`src/hdl/spd_pkg.sv`:
```
package spd_pkg;

    localparam int SAMPLE_W = 8;
    localparam int POS_W    = 8;
    localparam int CFG_W    = 8;
    localparam int KIND_W   = 2;
    localparam int CFG_IDX_W = 3;

    localparam logic [KIND_W-1:0] KIND_HIGH    = 2'd0;
    localparam logic [KIND_W-1:0] KIND_LOW     = 2'd1;
    localparam logic [KIND_W-1:0] KIND_PACKAGE = 2'd2;

    localparam logic [CFG_IDX_W-1:0] REG_MID_LEVEL         = 3'd0;
    localparam logic [CFG_IDX_W-1:0] REG_HIGH_ARM_LEVEL    = 3'd1;
    localparam logic [CFG_IDX_W-1:0] REG_HIGH_HOLD_LEVEL   = 3'd2;
    localparam logic [CFG_IDX_W-1:0] REG_LOW_ARM_LEVEL     = 3'd3;
    localparam logic [CFG_IDX_W-1:0] REG_LOW_HOLD_LEVEL    = 3'd4;
    localparam logic [CFG_IDX_W-1:0] REG_LOW_RELEASE_LEVEL = 3'd5;
    localparam logic [CFG_IDX_W-1:0] REG_PEAKS_PER_PACKAGE = 3'd6;
    localparam logic [CFG_IDX_W-1:0] REG_MIN_HOLD_COUNT    = 3'd7;

    localparam logic [CFG_W-1:0] RST_MID_LEVEL         = 8'd127;
    localparam logic [CFG_W-1:0] RST_HIGH_ARM_LEVEL    = 8'd220;
    localparam logic [CFG_W-1:0] RST_HIGH_HOLD_LEVEL   = 8'd170;
    localparam logic [CFG_W-1:0] RST_LOW_ARM_LEVEL     = 8'd40;
    localparam logic [CFG_W-1:0] RST_LOW_HOLD_LEVEL    = 8'd85;
    localparam logic [CFG_W-1:0] RST_LOW_RELEASE_LEVEL = 8'd88;
    localparam logic [CFG_W-1:0] RST_PEAKS_PER_PACKAGE = 8'd32;
    localparam logic [CFG_W-1:0] RST_MIN_HOLD_COUNT    = 8'd2;

    localparam logic [SAMPLE_W-1:0] TRACK_RESET = 8'd127;
    localparam logic [7:0]          COUNT_MAX   = 8'd255;

    typedef struct packed {
        logic [CFG_W-1:0] mid_level;
        logic [CFG_W-1:0] high_arm_level;
        logic [CFG_W-1:0] high_hold_level;
        logic [CFG_W-1:0] low_arm_level;
        logic [CFG_W-1:0] low_hold_level;
        logic [CFG_W-1:0] low_release_level;
        logic [CFG_W-1:0] peaks_per_package;
        logic [CFG_W-1:0] min_hold_count;
    } t_cfg;

    typedef struct packed {
        logic                valid;
        logic [KIND_W-1:0]   kind;
        logic [SAMPLE_W-1:0] peak_value;
        logic [POS_W-1:0]    peak_position;
        logic                source_buffer;
    } t_result;

endpackage

```
`src/hdl/sample_peak_detector.sv`:
```
// Sample peak detector with hysteresis.
// Input stream: one sample per beat. s_tdata holds sample and position,
// s_tuser the buffer id (A = 0, B = 1). Thresholds are loaded through the
// write port (i_cfg_we / i_cfg_index / i_cfg_data); the user must load them
// only while the stream is idle; the block does not enforce it. Output
// stream: zero or one result per input beat. m_tdata holds the peak value
// and position, m_tuser the kind (high, low, package ready) and the source
// buffer. Throughput: one beat per cycle while o_s_tready is high; the
// compare-and-update of the trackers is a single combinational step between
// input handshake and output register, or the skid register while the output
// register is held. Output side is a two-entry queue (output register plus
// skid register); when the receiver stalls and both are full, o_s_tready
// drops until the receiver takes a beat, then rises again the next cycle.
// Reset (synchronous, active low): registers return to their defaults,
// trackers restart at midscale, counters clear and the queue empties.
module sample_peak_detector (
    input  logic        i_clk,
    input  logic        i_rst_n,
    input  logic        i_s_tvalid,
    output logic        o_s_tready,
    input  logic [15:0] i_s_tdata,   // [7:0] sample, [15:8] position
    input  logic        i_s_tuser,   // [0] buffer_id
    output logic        o_m_tvalid,
    input  logic        i_m_tready,
    output logic [15:0] o_m_tdata,   // [7:0] peak_value, [15:8] peak_position
    output logic [2:0]  o_m_tuser,   // [1:0] kind, [2] source_buffer
    input  logic        i_cfg_we,
    input  logic [2:0]  i_cfg_index,
    input  logic [7:0]  i_cfg_data
);

    spd_pkg::t_cfg    r_cfg;
    spd_pkg::t_result w_res;
    spd_pkg::t_result r_out, n_out;
    spd_pkg::t_result r_skid, n_skid;
    logic             r_out_valid, n_out_valid;
    logic             r_skid_valid, n_skid_valid;
    logic             w_accept;
    logic             w_push;
    logic             w_pop;

    always_ff @(posedge i_clk) begin
        if (!i_rst_n) begin
            r_cfg.mid_level         <= spd_pkg::RST_MID_LEVEL;
            r_cfg.high_arm_level    <= spd_pkg::RST_HIGH_ARM_LEVEL;
            r_cfg.high_hold_level   <= spd_pkg::RST_HIGH_HOLD_LEVEL;
            r_cfg.low_arm_level     <= spd_pkg::RST_LOW_ARM_LEVEL;
            r_cfg.low_hold_level    <= spd_pkg::RST_LOW_HOLD_LEVEL;
            r_cfg.low_release_level <= spd_pkg::RST_LOW_RELEASE_LEVEL;
            r_cfg.peaks_per_package <= spd_pkg::RST_PEAKS_PER_PACKAGE;
            r_cfg.min_hold_count    <= spd_pkg::RST_MIN_HOLD_COUNT;
        end else if (i_cfg_we) begin
            case (i_cfg_index)
                spd_pkg::REG_MID_LEVEL:         r_cfg.mid_level         <= i_cfg_data;
                spd_pkg::REG_HIGH_ARM_LEVEL:    r_cfg.high_arm_level    <= i_cfg_data;
                spd_pkg::REG_HIGH_HOLD_LEVEL:   r_cfg.high_hold_level   <= i_cfg_data;
                spd_pkg::REG_LOW_ARM_LEVEL:     r_cfg.low_arm_level     <= i_cfg_data;
                spd_pkg::REG_LOW_HOLD_LEVEL:    r_cfg.low_hold_level    <= i_cfg_data;
                spd_pkg::REG_LOW_RELEASE_LEVEL: r_cfg.low_release_level <= i_cfg_data;
                spd_pkg::REG_PEAKS_PER_PACKAGE: r_cfg.peaks_per_package <= i_cfg_data;
                spd_pkg::REG_MIN_HOLD_COUNT:    r_cfg.min_hold_count    <= i_cfg_data;
                default: begin
                end
            endcase
        end
    end

    assign o_s_tready = !r_skid_valid;
    assign w_accept   = i_s_tvalid && o_s_tready;

    spd_core u_core (
        .i_clk       (i_clk),
        .i_rst_n     (i_rst_n),
        .i_accept    (w_accept),
        .i_sample    (i_s_tdata[7:0]),
        .i_position  (i_s_tdata[15:8]),
        .i_buffer_id (i_s_tuser),
        .i_cfg       (r_cfg),
        .o_result    (w_res)
    );

    assign w_push = w_accept && w_res.valid;
    assign w_pop  = r_out_valid && i_m_tready;

    // skid only fills when the output register is held, and drains into it
    always_comb begin
        n_out        = r_out;
        n_skid       = r_skid;
        n_out_valid  = r_out_valid;
        n_skid_valid = r_skid_valid;
        if (r_skid_valid) begin
            if (w_pop) begin
                n_out        = r_skid;
                n_skid_valid = 1'b0;
            end
        end else if (w_push) begin
            if (!r_out_valid || w_pop) begin
                n_out       = w_res;
                n_out_valid = 1'b1;
            end else begin
                n_skid       = w_res;
                n_skid_valid = 1'b1;
            end
        end else if (w_pop) begin
            n_out_valid = 1'b0;
        end
    end

    always_ff @(posedge i_clk) begin
        if (!i_rst_n) begin
            r_out_valid  <= 1'b0;
            r_skid_valid <= 1'b0;
        end else begin
            r_out_valid  <= n_out_valid;
            r_skid_valid <= n_skid_valid;
        end
    end

    always_ff @(posedge i_clk) begin
        r_out  <= n_out;
        r_skid <= n_skid;
    end

    assign o_m_tvalid = r_out_valid;
    assign o_m_tdata  = {r_out.peak_position, r_out.peak_value};
    assign o_m_tuser  = {r_out.source_buffer, r_out.kind};

    a_skid_needs_out: assert property (@(posedge i_clk) disable iff (!i_rst_n)
        r_skid_valid |-> r_out_valid)
        else $error("skid beat held with empty output register");

    a_push_lands: assert property (@(posedge i_clk) disable iff (!i_rst_n)
        (w_push && !r_out_valid) |=> (r_out_valid && !r_skid_valid))
        else $error("result beat lost");

    a_stall_holds: assert property (@(posedge i_clk) disable iff (!i_rst_n)
        (r_skid_valid && !i_m_tready) |=> (r_skid_valid && $stable(r_out)))
        else $error("queued beats changed during stall");

endmodule

```
`src/hdl/spd_core.sv`:
```
module spd_core (
    input  logic                          i_clk,
    input  logic                          i_rst_n,
    input  logic                          i_accept,
    input  logic [spd_pkg::SAMPLE_W-1:0]  i_sample,
    input  logic [spd_pkg::POS_W-1:0]     i_position,
    input  logic                          i_buffer_id,
    input  spd_pkg::t_cfg                 i_cfg,
    output spd_pkg::t_result              o_result
);

    logic [spd_pkg::SAMPLE_W-1:0] r_high_value, n_high_value;
    logic [spd_pkg::POS_W-1:0]    r_high_place, n_high_place;
    logic [spd_pkg::SAMPLE_W-1:0] r_low_value,  n_low_value;
    logic [spd_pkg::POS_W-1:0]    r_low_place,  n_low_place;
    logic                         r_high_armed, n_high_armed;
    logic                         r_low_armed,  n_low_armed;
    logic [7:0]                   r_hold_count, n_hold_count;
    logic [7:0]                   r_peaks [2];
    logic [7:0]                   n_peaks [2];
    logic [7:0]                   w_hold_inc;
    logic [7:0]                   w_peak_inc;
    spd_pkg::t_result             w_res;

    assign w_hold_inc = (r_hold_count == spd_pkg::COUNT_MAX) ? r_hold_count
                                                             : r_hold_count + 8'd1;
    assign w_peak_inc = (r_peaks[i_buffer_id] == spd_pkg::COUNT_MAX)
                        ? r_peaks[i_buffer_id] : r_peaks[i_buffer_id] + 8'd1;

    always_comb begin
        n_high_value = r_high_value;
        n_high_place = r_high_place;
        n_low_value  = r_low_value;
        n_low_place  = r_low_place;
        n_high_armed = r_high_armed;
        n_low_armed  = r_low_armed;
        n_hold_count = r_hold_count;
        n_peaks[0]   = r_peaks[0];
        n_peaks[1]   = r_peaks[1];
        w_res        = '0;
        w_res.source_buffer = i_buffer_id;

        if (r_peaks[i_buffer_id] >= i_cfg.peaks_per_package) begin
            n_peaks[i_buffer_id] = 8'd0;
            w_res.valid = 1'b1;
            w_res.kind  = spd_pkg::KIND_PACKAGE;
        end else if (i_sample > i_cfg.mid_level) begin
            if (i_sample > r_high_value) begin
                if (i_sample > i_cfg.high_arm_level) begin
                    n_high_value = i_sample;
                    n_high_place = i_position;
                    n_high_armed = 1'b1;
                    n_low_armed  = 1'b0;
                end
            end else if (i_sample > i_cfg.high_hold_level) begin
                n_hold_count = w_hold_inc;
            end else if (i_sample < i_cfg.high_hold_level) begin
                if (r_high_armed && (r_hold_count > i_cfg.min_hold_count)) begin
                    w_res.valid         = 1'b1;
                    w_res.kind          = spd_pkg::KIND_HIGH;
                    w_res.peak_value    = r_high_value;
                    w_res.peak_position = r_high_place;
                    n_peaks[i_buffer_id] = w_peak_inc;
                    n_high_value = i_cfg.mid_level;
                    n_high_armed = 1'b0;
                    n_hold_count = 8'd0;
                end
            end
        end else begin
            if (i_sample < r_low_value) begin
                if (i_sample < i_cfg.low_arm_level) begin
                    n_low_value  = i_sample;
                    n_low_place  = i_position;
                    n_low_armed  = 1'b1;
                    n_high_armed = 1'b0;
                end
            end else if (i_sample < i_cfg.low_hold_level) begin
                n_hold_count = w_hold_inc;
            end else if (i_sample > i_cfg.low_release_level) begin
                if (r_low_armed && (r_hold_count > i_cfg.min_hold_count)) begin
                    w_res.valid         = 1'b1;
                    w_res.kind          = spd_pkg::KIND_LOW;
                    w_res.peak_value    = r_low_value;
                    w_res.peak_position = r_low_place;
                    n_peaks[i_buffer_id] = w_peak_inc;
                    n_low_value  = i_cfg.mid_level;
                    n_low_armed  = 1'b0;
                    n_hold_count = 8'd0;
                end
            end
        end
    end

    always_ff @(posedge i_clk) begin
        if (!i_rst_n) begin
            r_high_value <= spd_pkg::TRACK_RESET;
            r_high_place <= '0;
            r_low_value  <= spd_pkg::TRACK_RESET;
            r_low_place  <= '0;
            r_high_armed <= 1'b0;
            r_low_armed  <= 1'b0;
            r_hold_count <= 8'd0;
            r_peaks[0]   <= 8'd0;
            r_peaks[1]   <= 8'd0;
        end else if (i_accept) begin
            r_high_value <= n_high_value;
            r_high_place <= n_high_place;
            r_low_value  <= n_low_value;
            r_low_place  <= n_low_place;
            r_high_armed <= n_high_armed;
            r_low_armed  <= n_low_armed;
            r_hold_count <= n_hold_count;
            r_peaks[0]   <= n_peaks[0];
            r_peaks[1]   <= n_peaks[1];
        end
    end

    assign o_result = w_res;

    a_arm_exclusive: assert property (@(posedge i_clk) disable iff (!i_rst_n)
        !(r_high_armed && r_low_armed))
        else $error("both trackers armed");

    a_hold_cleared: assert property (@(posedge i_clk) disable iff (!i_rst_n)
        (i_accept && w_res.valid && (w_res.kind != spd_pkg::KIND_PACKAGE))
        |=> (r_hold_count == 8'd0))
        else $error("hold count not cleared after peak");

    a_pkg_cleared: assert property (@(posedge i_clk) disable iff (!i_rst_n)
        (i_accept && w_res.valid && (w_res.kind == spd_pkg::KIND_PACKAGE))
        |=> (r_peaks[$past(i_buffer_id)] == 8'd0))
        else $error("peak counter not cleared after package ready");

endmodule

```
`config.mk`:
```
export PLATFORM = sky130hd
export DESIGN_NAME = sample_peak_detector
export DESIGN_NICKNAME = d
export VERILOG_FILES = /design/src/hdl/spd_pkg.sv /design/src/hdl/sample_peak_detector.sv /design/src/hdl/spd_core.sv
export SDC_FILE = /design/constraint.sdc
export NUM_CORES = 1
export LEC_CHECK = 0
export ABC_AREA = 1
export BUFFER_PORTS_ARGS = -buffer_cell sky130_fd_sc_hd__buf_2
export CELL_PAD_IN_SITES_DETAIL_PLACEMENT = 0
export CELL_PAD_IN_SITES_GLOBAL_PLACEMENT = 2
export CORE_ASPECT_RATIO = 1.5
export CORE_UTILIZATION = 33
export CTS_CLUSTER_SIZE = 14
export DETAILED_ROUTE_END_ITERATION = 10
export PLACE_DENSITY = 0.8
export SLEW_MARGIN = 20
export SYNTH_ARGS = -nofsm -noshare
export SYNTH_HDL_FRONTEND = slang
export SYNTH_SLANG_ARGS = --single-unit
```
`constraint.sdc`:
```
create_clock -name i_clk -period 3.76 [get_ports i_clk]
set_input_delay 0.564 -clock i_clk [delete_from_list [all_inputs] [get_ports i_clk]]
set_output_delay 0.564 -clock i_clk [all_outputs]
set_load 0.03 [all_outputs]
```
# --- Word level (Yosys, flattened, before mapping) ---
# Memories as Yosys holds them, arrays and structs flattened.
# Index checks and enable logic that the tools add are counted.
word_totals:
  reg_bits: 146
  mem_bits_rw: 16
  n_memories: 1
memory_table:
  columns: ["memory", "depth", "width", "read_ports", "rd_ports_with_merged_regs", "write_ports", "line_no", "rtl"]
  rows:
  - ["u_core.r_peaks", 2, 8, 3, 0, 2, "spd_core.sv:19", "logic [7:0] r_peaks [2];"]
op_classes:
  addsub: 2
  magnitude_cmp: 13
  n_eq_ne: 27
  n_mux: 78
  bitwise_logic: 9
  n_reduce_logical: 41
op_table:
  columns: ["op", "count"]
  rows:
  - ["two-way mux 19 bit", 13]
  - ["two-way mux 8 bit", 24]
  - ["two-way mux 16 bit", 11]
  - ["> comparator 8 bit", 6]
  - ["< comparator 8 bit", 4]
  - ["two-way mux 1 bit", 27]
  - ["AND reduction 8 bit", 3]
  - ["inequality test 3 bit, second input constant", 6]
  - ["nonzero test 2 bit", 9]
  - ["adder 8 x 1 -> 8 bit, second input constant", 2]
  - ["bitwise AND 16 bit", 1]
  - ["bitwise mux 16 bit", 1]
  - ["equality test 8 bit, second input constant", 2]
  - ["NOT 16 bit", 1]
  - ["AND reduction 2 bit", 8]
  - ["AND reduction 7 bit", 2]
  - ["equality test 3 bit, second input constant", 4]
  - ["nonzero test 3 bit", 4]
  - ["inequality test 2 x 1 -> 1 bit, second input constant", 5]
  - ["inequality test 2 bit, second input constant", 5]
  - ["AND reduction 5 bit", 2]
  - ["AND reduction 3 bit", 3]
  - ["demux 8 bit (select 1 bit)", 1]
  - ["greater-or-equal comparator 8 bit", 1]
  - ["14 further kinds", 25]

# --- Logic depth before layout (Yosys ltp) ---
# Gate-level depths: netlist of run 1.
logic_depth:
  word_depth: 13
  ltp_mapped: 19

# --- Hierarchy ---
# Synthesis of run 1 repeated with hierarchy kept, for this count alone.
hier_totals:
  hier_cells: 1292
  hier_area_um2: 9367.7
modules_own_cells:
  columns: ["mod", "instances", "cells_each", "area_each_um2"]
  rows:
  - ["spd_core", 1, 834, 5418.9]
  - ["sample_peak_detector", 1, 458, 3948.8]

# --- Least setup slack after synthesis of run 1 ---
# Ideal clock, no wire load.
synth_path:
  path_type: "input-to-reg"
  start: "input port i_s_tuser"
  end: "register r_out, in the netlist o_m_tdata[0] (enable)"
  arrival_ns: 3.143
  required_time_ns: 3.359
  setup_slack_ns: 0.216
  path_stages: 14
  path_cell_list: "buf_6 > inv_2 > or2_1 > o21ai_0 > inv_2 > ha_1 > nand2_1 > nor2_1 > nand4_1 > nand3_2 > inv_1 > nand3_1 > nand2_1 > a21oi_1"
synth_via:
  elab_chain_cells: 6
synth_lines:
  columns: ["item", "line_no", "rtl"]
  rows:
  - ["start: declaration", "sample_peak_detector.sv:22", "input logic i_s_tuser,"]
  - ["memory read (2 x 8 bit)", null, null]
  - ["greater-or-equal comparator 8 bit", "spd_core.sv:43", "if (r_peaks[i_buffer_id] >= i_cfg.peaks_per_package) begin"]
  - ["two-way mux 3 bit", "spd_core.sv:43", null]
  - ["logical AND 1 bit", "sample_peak_detector.sv:82", "assign w_push = w_accept && w_res.valid;"]
  - ["nonzero test 2 bit (no source line)", null, null]
  - ["AND reduction 3 bit (no source line)", null, null]
  - ["end signal: assignment", "sample_peak_detector.sv:120", "r_out <= n_out;"]
  - ["end: declaration", "sample_peak_detector.sv:34", "spd_pkg::t_result r_out, n_out;"]
# No other way between the ends.
# A chain may end at the register's enable or synchronous reset.

==> metrics.md, run 1 <==
| Metric | Value |
|---|---|
| Internal power | `0.00301 W` |
| Setup crit start | `i_s_tuser` |
| Die W | `~140 um` |
| Global-route wire length before repair | `~39000 um` |
| Pleak | `4.75 nW` |
| Critical Path RT | `a little over 4 ns` |
| CP Launch Type | `input port` |
| Routed len/inst | `about 15 um` |
| Skew final | `~0.011 ns` |
| Drt first pass iters | `7` |
| Mean area per synthesized cell | `between 7 and 8 um2` |
| Setup TNS | `0 ns` |
| Starting DRT DRC Count | `372` |
| Diodes inserted | `0` |
| Port buffer count | `53` |
| # DRC | `0` |
| Vias in the first global route | `between 7000 and 8000` |
| Post-route ant nets | `0` |
| Max-cap viol count | `0` |
| Overflow after GRT | `0` |
| Mux cell area share after synthesis | `0%` |
| Compound-Gate Fraction of Synth Area | `about 17%` |
| Post-Syn Area | `a little over 0.009 mm2` |
| Post-synth net total | `around 1300` |
| CTS Root Cell | `clkbuf_16` |
| Final hold violation count | `0` |
| Reg-to-reg endpoint | `o_m_tdata[15]` |
| Comb pwr share | `about 16%` |
| Synth Area in Simple Gates | `21.3%` |
| Row cnt | `between 70 and 80` |
| Initial antenna violation count | `0` |
| Main combinational cell family by area after synthesis | `simple AND/OR/NAND/NOR gates` |
| RR Startpoint | `r_cfg[63]` |
| Total track usage | `around 17%` |
| Clk_lat worst skew | `roughly 0.45 ns` |
| Min-delay worst type | `in2reg` |
| Crit share post-route | `between 70% and 80%` |
| Final min period | `2.92 ns` |
| Post-synthesis adder-cell area fraction | `10.7%` |
| R2R depth | `13` |
| Dpl hpwl | `17700 um` |
| FMAX | `approximately 0.34 GHz` |
| Post-synth EDFFs | `54` |
| FILL cells | `2880` |
| Place WS | `0.371 ns` |
| Grt met3 use | `under 10%` |
| Largest net degree at the start of global routing | `between 60 and 70` |
| Placed instance area | `between 0.009 and 0.01 mm2` |
| Final setup margin | `between 0.8 and 0.9 ns` |
| Crit Path Class | `in2reg` |
| Flop2flop setup slack | `between 0.9 and 1 ns` |
| Setup Buffers After CTS | `0` |
| Seq pwr share | `approximately 45%` |
| Final instance area | `0.0104 mm2` |
| Hold buffer count at cts | `0` |
| Top Ports | `54` |
| CTS tree | `built` |
| Clock share of power | `39.1%` |
| Max Fanout on Critical Path | `21` |
| Slew Viols, Final | `0` |
| Asr flop ratio synth | `0%` |
| Via/cell ratio | `approximately 4.7` |
| Synth Area in XOR/XNOR | `less than 1%` |
| Worst hold start | `i_s_tdata[8]` |
| Final setup viols | `0` |
| Status | `complete, no violations` |
| Met2 Usage GRT | `approximately a third` |
| Switching share of power | `30.4%` |
| Multi-input gate area | `between 0.004 and 0.005 mm2` |
| Chip height | `a little over 200 um` |
| Crit path to | `u_core.r_peaks[0][7]` |
| Sequential cell area fraction in the yosys report | `40.8%` |
| Die ar. | `0.0288 mm2` |
| Switching pwr | `about 0.0013 W` |
| Max clock buf depth | `2` |
| Commonest register cell after synthesis | `dfxtp_1` |
| Worst-path clk slew | `about 0.07 ns` |
| Total Routed Length | `around 24000 um` |
| Initial core utilization | `33.8%` |
| Peak supply drop | `approximately 0.00033 V` |
| Unique cell type count in the Yosys netlist | `46` |
| Yosys warnings | `0` |
| GRT met1 Usage | `around a fifth` |
| P&R area growth vs syn | `12.6%` |
| Total power | `~0.0043 W` |
| GR peak layer | `met2` |
| Crit. End Element | `register` |
| TritonCTS Buffers | `17` |
| Final Net Count | `roughly 1300` |
| Synth Register Bits | `~160` |
| Pwr/cell area | `approximately 410 mW/mm2` |
| Area of the core | `roughly 0.027 mm2` |
| WP data arrival | `3.20 ns` |
| Clock Sinks | `approximately 160` |
| Seq. cell area | `approximately 0.0038 mm2` |
| RSZ-0062 raised after global routing | `no` |
| Layout cells sized above 1 | `approximately an eighth` |
| Worst Tran Pin Value | `between 0.8 and 0.9 ns` |
| Slew margin rel. | `a little over two fifths` |
| H-Tree Depth | `4` |
| Synthesized instance count | `1186` |
| Routability cong. | `between 0.7 and 0.8` |
| Post-cts resize count | `0` |
| Routed vias | `around 7500` |
==> logic make-up (layout without fill, tap and decap cells) <==
logic type / count (synthesis) / in the layout
compound gates: 269 / 269
xor+xnor: 5 / 5
fa+ha+maj: 79 / 79
buf+inv: 225 / 286
flops: 162 / 162
simple gates: 446 / 446
==> flip-flops by register name, indices dropped and copies added (netlist names) <==
register	flops
u_core.r_hold_count	8
u_core.r_high_place	8
u_core.r_high_value	8
u_core.r_low_value	8
u_core.r_peaks	16
o_m_tuser	3
o_m_tvalid	1
u_core.r_low_place	8
r_skid_valid	1
u_core.r_high_armed	1
r_cfg	64
r_skid	19
o_m_tdata	16
u_core.r_low_armed	1
==> power by group through the flow <==
stage	clock, W	sequential [W]	combinational [W]
after CTS	0.00174	0.00193	0.000715
after global placement	0	0.00197	0.000706
final	0.00169	0.00193	0.000701
after floorplan	0	0.00201	0.000445
after detailed placement	0	0.00197	0.000713
after global routing	0.00180	0.00194	0.000798
==> critical path, stage by stage <==
cell and delay (ns):
buf_2 0.25, inv_2 0.11, or2_1 0.22, o21ai_0 0.17, inv_2 0.12, ha_1 0.30
nand2_1 0.07, inv_1 0.03, nor2_1 0.08, o21a_1 0.17, nand3_2 0.10, buf_4 0.22
nor2_1 0.51, nand2_1 0.12, a21oi_1 0.15
==> worst min-delay path by stage <==
stage,to,slack (ns),depth (start not counted)
3_3_place_gp,u_core.r_high_place[3],0.44,2
6_report,u_core.r_low_place[0],0.41,3
4_1_cts,u_core.r_low_place[0],0.39,3
5_1_grt,u_core.r_high_place[5],0.41,3
2_1_floorplan,r_cfg[24],0.43,2
3_5_place_dp,r_cfg[24],0.44,2
==> per-layer routing <==
layer	vias to the layer above	wire length, um
met5	-	0
met1	3420	10800
met4	0	468
met2	97	12200
li1	3994	-
met3	27	618
==> stage by stage <==
step,hold WS (ns),std cells,util (%)
finish,0.411,1589,38.1
floorplan,0.429,1186,-
detailed placement,0.444,1557,36.0
CTS,0.388,1589,38.1
global route,0.406,1589,38.1
global placement,0.441,1557,36.0
==> cells in the final DEF (no fill, tap or decap), drive strengths merged, types with 31 or more instances in the layout <==
cell and instances:
nand2 285, inv 194, dfxtp 108, a21oi 108
o21ai 98, nor2 93, ha 79, buf 67
edfxtp 54, nand3 44, o211ai 31
==> synth_stat cells (6+ instances only) <==
master    number  share of area (%)
nand2_1      272                 11
inv_1        172                7.0
a21oi_1      108                5.8
dfxtp_1      108                 23
o21ai_0       93                5.0
nor2_1        81                3.3
ha_1          79                 11
edfxtp_1      54                 17
nand3_1       41                2.2
o211ai_1      30                2.4
clkbuf_1      22               0.89
inv_2         15               0.61
o22ai_2       10                1.3
nand2_4        8               0.97
nand4_1        8               0.54
buf_6          7               0.85
nor2_2         7               0.47
buf_2          6               0.32
o22ai_1        6               0.40
==> cell type report <==
cell class	count	area share [%]
Multi-Input combinational cell	799	43.9
Sequential cell	162	36.2
Inverter	187	6.72
Clock buffer	18	4.31
Tap cell	342	4.10
Timing Repair Buffer	67	3.67
Clock inverter	14	1.09
(Power assumes the default switching activity.)
==> inputs of run 2 (changes only) <==
- CORE_UTILIZATION: 33 -> 37
- PLACE_DENSITY: 0.8 -> 0.85
- clock period: 3.76 -> 2.7 ns (I/O delays scaled with it)
==> metrics.md, run 2 (synthesis gave the netlist of run 1 again) <==
| Metric | Value |
|---|---|
| Crit path buf inv count | `3 (-2)` |
| CTS Root Cell | `clkbuf_16` |
| FMAX | `roughly 0.40 GHz` |
| Drt first pass iters | `4 (-3)` |
| Area of the core | `0.0245 mm2 (-11%)` |
| Clk_lat worst skew | `0.44 ns (about the same)` |
| Via/cell ratio | `4.78 (+0.76%)` |
| Vias in the first global route | `7315 (+0.55%)` |
| Crit share post-route | `just over 90%` |
| Final Net Count | `1383 (+2.7%)` |
| Post-route core utilization | `44.3% (+6.2 points)` |
| Pleak | `5.00 nW (+5.2%)` |
| Initial core utilization | `37.8% (+4.0 points)` |
| WP data arrival | `2.66 ns (-0.54 ns)` |
| Chip height | `196 um (-5.5%)` |
| Final setup margin | `0.183 ns (-0.658 ns)` |
| CTS tree | `built` |
| WP depth | `13 (-2)` |
| H-Tree Depth | `4 (unchanged)` |
| Delay-heaviest family, CP | `simple AND/OR/NAND/NOR gates` |
| TritonCTS Buffers | `17 (unchanged)` |
| Routed len/inst | `14.4 um (-4.8%)` |
| Post-route ant nets | `0 (unchanged)` |
| Starting DRT DRC Count | `315 (-15%)` |
| # DRC | `0 (unchanged)` |
| Layout cells sized above 1 | `15.7% (+2.7 points)` |
| Overflow after GRT | `0 (unchanged)` |
| Reg-to-reg endpoint | `o_m_tdata[2]` |
| FILL cells | `2539 (-12%)` |
| Max Fanout on Critical Path | `19 (-9.5%)` |
| Largest registers | `r_cfg x64, r_skid x19` |
| Die ar. | `0.0257 mm2 (-11%)` |
| Post-cts resize count | `0 (unchanged)` |
| Skew final | `0.0114 ns (+0.000413 ns)` |
| R2R depth | `13 (unchanged)` |
| Setup crit start | `u_core.r_peaks[1][7]` |
| Most frequent cell on the critical path | `inv_2` |
| Place WS | `-0.0558 ns (-0.427 ns)` |
| Max reg flops | `64 (unchanged)` |
| Total track usage | `18.8% (+1.4 points)` |
| Status | `complete, no violations` |
| Total power | `0.00636 W (+47%)` |
| Peak supply drop | `0.000479 V (+46%)` |
| Total Routed Length | `23200 um (-3.7%)` |
| Most frequent cells in the layout | `nand2_1 (271), inv_1 (171), dfxtp_1 (108), a21oi_1 (107), o21ai_0 (91)` |
| Port buffer count | `53 (unchanged)` |
| Clock Sinks | `162 (unchanged)` |
| Routed metal-1 wire length | `10700 um (-0.65%)` |
| Row cnt | `70 (-5.4%)` |
| Highest routed metal layer | `met4` |
| RR Startpoint | `u_core.r_peaks[1][7]` |
| Dpl hpwl | `17000 um (-4.0%)` |
| Final hold violation count | `0 (unchanged)` |
| Global-route wire length before repair | `37800 um (-2.0%)` |
| Largest Register | `r_cfg` |
| Final min period | `2.52 ns` |
| Worst-path clk slew | `0.07 ns (about the same)` |
| CP Launch Type | `register` |
| Initial antenna violation count | `0 (unchanged)` |
| Pwr/cell area | `585 mW/mm2 (+41%)` |
| Crit-path cells | `or2_1 > o21ai_2 > inv_2 > ha_1 > nand2_1 > nor2_1 > nand4_1 > nand3_2 > inv_2 > nand3_1 > nand2_2 > a21oi_4 > buf_12` |
| Slew Viols, Final | `0 (unchanged)` |
| Worst Tran Pin Value | `0.660 ns (-0.185 ns)` |
| Crit. End Element | `register` |
| Max-cap viol count | `0 (unchanged)` |
| Final setup viols | `0 (unchanged)` |
| Slowest CP cell | `edfxtp_1` |
| Flop2flop setup slack | `0.18 ns (-0.73 ns)` |
| Met3 WL | `533 um (-14%)` |
| Largest net degree at the start of global routing | `55 (-17%)` |
| Slew margin rel. | `56.0% (+13 points)` |
| Setup Buffers After CTS | `0 (unchanged)` |
| Diodes inserted | `0 (unchanged)` |
| Routability cong. | `0.751 (+2.0%)` |
| WL met2 | `11600 um (-5.1%)` |
| Die W | `131 um (-5.5%)` |
| Hold buffer count at cts | `0 (unchanged)` |
| P&R area growth vs syn | `17.2%` |
| Slowest stage delay, CP | `0.41 ns (-0.10 ns)` |
| Routed vias | `7686 (+2.0%)` |
| Crit path to | `o_m_tdata[2]` |
| Max clock buf depth | `2 (unchanged)` |
| Top Ports | `54 (unchanged)` |
| Min-delay worst type | `in2reg` |
| RSZ-0062 raised after global routing | `no` |
| Critical Path RT | `2.84 ns (-1.20 ns)` |
| Crit Path Class | `reg2reg` |
| Commonest non-fill, non-tap cell in the layout | `nand2_1` |
run 2: layout make-up:
class / instances / area (um2) / area share (%)
clock buffers: 18 / 429 / 3.95
multi-input cells: 799 / 4600 / 42.4
clock inverters: 14 / 196 / 1.81
flip-flops and latches: 162 / 3780 / 34.8
repair buffers: 104 / 748 / 6.88
inverters: 187 / 702 / 6.46
well taps: 324 / 405 / 3.73
run 2: per-stage QoR:
stage | hold slack (ns) | setup TNS, ns | instances | instance area, um2
floorplan | 0.429 | 0 | 1186 | 9300
global placement | 0.440 | -0.385 | 1576 | 10200
detailed placement | 0.447 | -1.03 | 1576 | 10200
CTS | 0.251 | 0 | 1608 | 10900
global route | 0.270 | 0 | 1608 | 10900
finish | 0.273 | 0 | 1608 | 10900
run 2: layer usage:
layer  vias up  global-route usage [%]
met1      3488                    22.9
met3        19                    2.74
met4         0                    5.94
met5         -                       0
met2       105                    33.7
li1       4074                       -
run 2: worst min-delay path, cell delays in order:
cell and delay [ns]:
buf_2 0.08, o21ai_0 0.07, a21oi_1 0.11
run 2: how the worst min path moves through the flow:
| stage | start | end | slack, ns | depth (start not counted) |
|---|---|---|---|---|
| final | i_s_tdata[10] | u_core.r_low_place[2] | 0.27 | 3 |
| after global routing | i_s_tdata[14] | u_core.r_low_place[6] | 0.27 | 3 |
| after CTS | i_s_tdata[10] | u_core.r_high_place[2] | 0.25 | 3 |
| after detailed placement | u_core.r_low_place[3] | u_core.r_low_place[3] | 0.45 | 2 |
| after global placement | u_core.r_high_place[1] | u_core.r_high_place[1] | 0.44 | 2 |
| after floorplan | r_cfg[24] | r_cfg[24] | 0.43 | 2 |
run 2: where the power goes:
| group | switching, W | internal, W | leakage (nW) |
|---|---|---|---|
| clock | 0.00110 | 0.00149 | 0.304 |
| sequential | 0.0000447 | 0.00265 | 1.37 |
| combinational | 0.000698 | 0.000369 | 3.32 |
| total | 0.00185 | 0.00451 | 5.00 |
==> inputs of run 3 (changes only) <==
--- a/config.mk
+++ b/config.mk
@@ -11,3 +11,2 @@
 export CELL_PAD_IN_SITES_GLOBAL_PLACEMENT = 2
-export CORE_ASPECT_RATIO = 1.5
 export CORE_UTILIZATION = 37
==> constraint.sdc (replaced) <==
create_clock -name i_clk -period 2.7 [get_ports i_clk]
set_input_delay 0.27 -clock i_clk [delete_from_list [all_inputs] [get_ports i_clk]]
set_output_delay 0.27 -clock i_clk [all_outputs]
set_load 0.03 [all_outputs]
==> metrics.md, run 3 (synthesis gave the netlist of run 1 again) <==
| Metric | Value |
|---|---|
| Setup TNS | `0 ns (unchanged)` |
| Hold Path End | `u_core.r_low_place[3]` |
| RR Startpoint | `u_core.r_peaks[1][7]` |
| Worst-path clk slew | `0.07 ns (about the same)` |
| GRT met1 Usage | `26.8% (+3.9 points)` |
| Area of the core | `0.0245 mm2 (-0.25%)` |
| Crit Path Class | `reg2reg` |
| Max-cap viol count | `0 (unchanged)` |
| Die W | `160 um (+22%)` |
| Max clock buf depth | `2 (unchanged)` |
| Largest Register | `r_cfg` |
| Routability cong. | `0.785 (+4.6%)` |
| Post-route core utilization | `44.6% (+0.32 points)` |
| Commonest non-fill, non-tap cell in the layout | `nand2_1` |
| Hold buffer count at cts | `0 (unchanged)` |
| Initial core utilization | `37.9% (+0.095 points)` |
| Pleak | `5.01 nW (+0.28%)` |
| Diodes inserted | `0 (unchanged)` |
| Total track usage | `18.7% (-0.042 points)` |
| Dpl hpwl | `16500 um (-3.0%)` |
| Met2 Usage GRT | `29.0% (-4.8 points)` |
| Worst Hold Path Cells | `3 (unchanged)` |
| Chip height | `160 um (-18%)` |
| Worst hold start | `i_s_tdata[11]` |
| P&R area growth vs syn | `17.8%` |
| FMAX | `0.398 GHz (+0.12%)` |
| Top Ports | `54 (unchanged)` |
| Vias in the first global route | `7080 (-3.2%)` |
| Initial antenna violation count | `0 (unchanged)` |
| H-Tree Depth | `4 (unchanged)` |
| CTS Root Cell | `clkbuf_16` |
| Critical Path RT | `2.99 ns (+0.15 ns)` |
| R2R depth | `16 (+3)` |
| Max Fanout on Critical Path | `7 (-12)` |
| Crit share post-route | `93.1% (-0.11 points)` |
| Final hold violation count | `0 (unchanged)` |
| CP Launch Type | `register` |
| Die ar. | `0.0257 mm2 (about the same)` |
| Overflow after GRT | `0 (unchanged)` |
| CTS tree | `built` |
| Clock Sinks | `162 (unchanged)` |
| Flop2flop setup slack | `0.19 ns (about the same)` |
| Post-route ant nets | `0 (unchanged)` |
| Clk_lat worst skew | `0.44 ns (about the same)` |
| Crit-path cells | `or2_1 > o21ai_0 > buf_4 > inv_2 > ha_4 > nand2_1 > nor2_1 > nand4_1 > buf_4 > nand4_1 > nor2_4 > nand2_4 > buf_12 > nand2_8 > nand2_1 > o211ai_2` |
| WP data arrival | `2.80 ns (+0.14 ns)` |
| Routed vias | `7673 (-0.17%)` |
| Final setup viols | `0 (unchanged)` |
| GR peak layer | `met2` |
| Largest registers | `r_cfg x64, r_skid x19` |
| Worst Tran Pin Value | `0.680 ns (+0.0199 ns)` |
| Slowest stage delay, CP | `0.38 ns (-0.03 ns)` |
| RSZ-0062 raised after global routing | `no` |
| Port buffer count | `53 (unchanged)` |
| Slowest CP cell | `edfxtp_1` |
| Min-delay worst type | `in2reg` |
| Status | `complete, no violations` |
| Via/cell ratio | `4.75 (-0.54%)` |
| # DRC | `0 (unchanged)` |
| TritonCTS Buffers | `17 (unchanged)` |
| Routed len/inst | `14.5 um (+0.83%)` |
| Reg-to-reg endpoint | `u_core.r_low_value[4]` |
| Peak supply drop | `0.000315 V (-34%)` |
| Global-route wire length before repair | `37700 um (-0.24%)` |
| Layout cells sized above 1 | `16.3% (+0.62 points)` |
| Skew final | `0.0121 ns (+0.000706 ns)` |
| Slew margin rel. | `54.7% (-1.3 points)` |
| Total Routed Length | `23500 um (+1.2%)` |
| Largest net degree at the start of global routing | `62 (+13%)` |
| Max reg flops | `64 (unchanged)` |
| Grt met3 use | `3.87% (+1.1 points)` |
| Final min period | `2.51 ns (-0.00293 ns)` |
| Slew Viols, Final | `0 (unchanged)` |
| Starting DRT DRC Count | `421 (+34%)` |
| Row cnt | `57 (-19%)` |
| Crit. End Element | `register` |
| Pwr/cell area | `564 mW/mm2 (-3.5%)` |
| Drt first pass iters | `5 (+1)` |
| Final Net Count | `1389 (+0.43%)` |
| Most frequent cells in the layout | `nand2_1 (271), inv_1 (172), dfxtp_1 (108), a21oi_1 (107), o21ai_0 (84)` |
run 3: cell count changes in the layout (fill, tap and decap cells not counted), sizes merged:
cell,previous run,this run
buf,104,108
clkinvlp,1,4
nand2,285,286
bufinv,3,1
run 3: how the worst max path moves through the flow:
stage | startpoint | end | slack (ns)
finish | u_core.r_peaks[1][7] | u_core.r_low_value[4] | 0.19
global route | u_core.r_peaks[1][7] | u_core.r_low_value[4] | 0.02
CTS | u_core.r_peaks[1][6] | o_m_tdata[14] | 0.06
detailed placement | i_s_tuser | o_m_tdata[1] | -0.05
global placement | i_s_tuser | o_m_tdata[2] | 0.03
floorplan | i_s_tuser | o_m_tdata[0] | -0.03
run 3: cell type report:
type	instances	area [um2]
clock buffers	17	425
clock inverters	15	145
fillers	2473	13500
inverters	187	702
multi-input cells	800	4660
flip-flops and latches	162	3780
well taps	324	405
repair buffers	109	798
run 3: per-layer routing:
metal / up-vias / wire length, um
li1: 4098 / -
met1: 3442 / 12000
met2: 125 / 10300
met3: 8 / 932
met4: 0 / 157
met5: - / 0
run 3: report_power, final:
group | internal, W | switching (W)
Clock | 0.00129 | 0.00110
Sequential | 0.00265 | 0.0000460
Combinational | 0.000372 | 0.000706
Total | 0.00431 | 0.00185
run 3: timing repair:
action | CTS | global route
gates resized for setup | 0 | 19
endpoints found under the setup margin | 0 | 88
setup buffers | 0 | 3
run 3: worst max-delay path, delay by kind of cell, from the launching register on:
family,cells,cell delay (ns)
AND/OR/NAND/NOR,9,1.08
buffers and inverters,4,0.50
AO/OA/AOI/OAI,2,0.15
flip-flops,1,0.38
adder cells (fa/ha/maj),1,0.25
run 3: through the flow:
stage	instance area [um2]	setup slack (ns)	power [W]	hold slack [ns]	cells
after floorplan	9290	-0.0262	0.00343	0.369	1186
after global placement	10200	0.0271	0.00380	0.440	1577
after detailed placement	10200	-0.0473	0.00381	0.448	1577
after CTS	10800	0.0633	0.00622	0.0985	1609
after global routing	10900	0.0248	0.00647	0.123	1614
final	10900	0.185	0.00616	0.114	1614
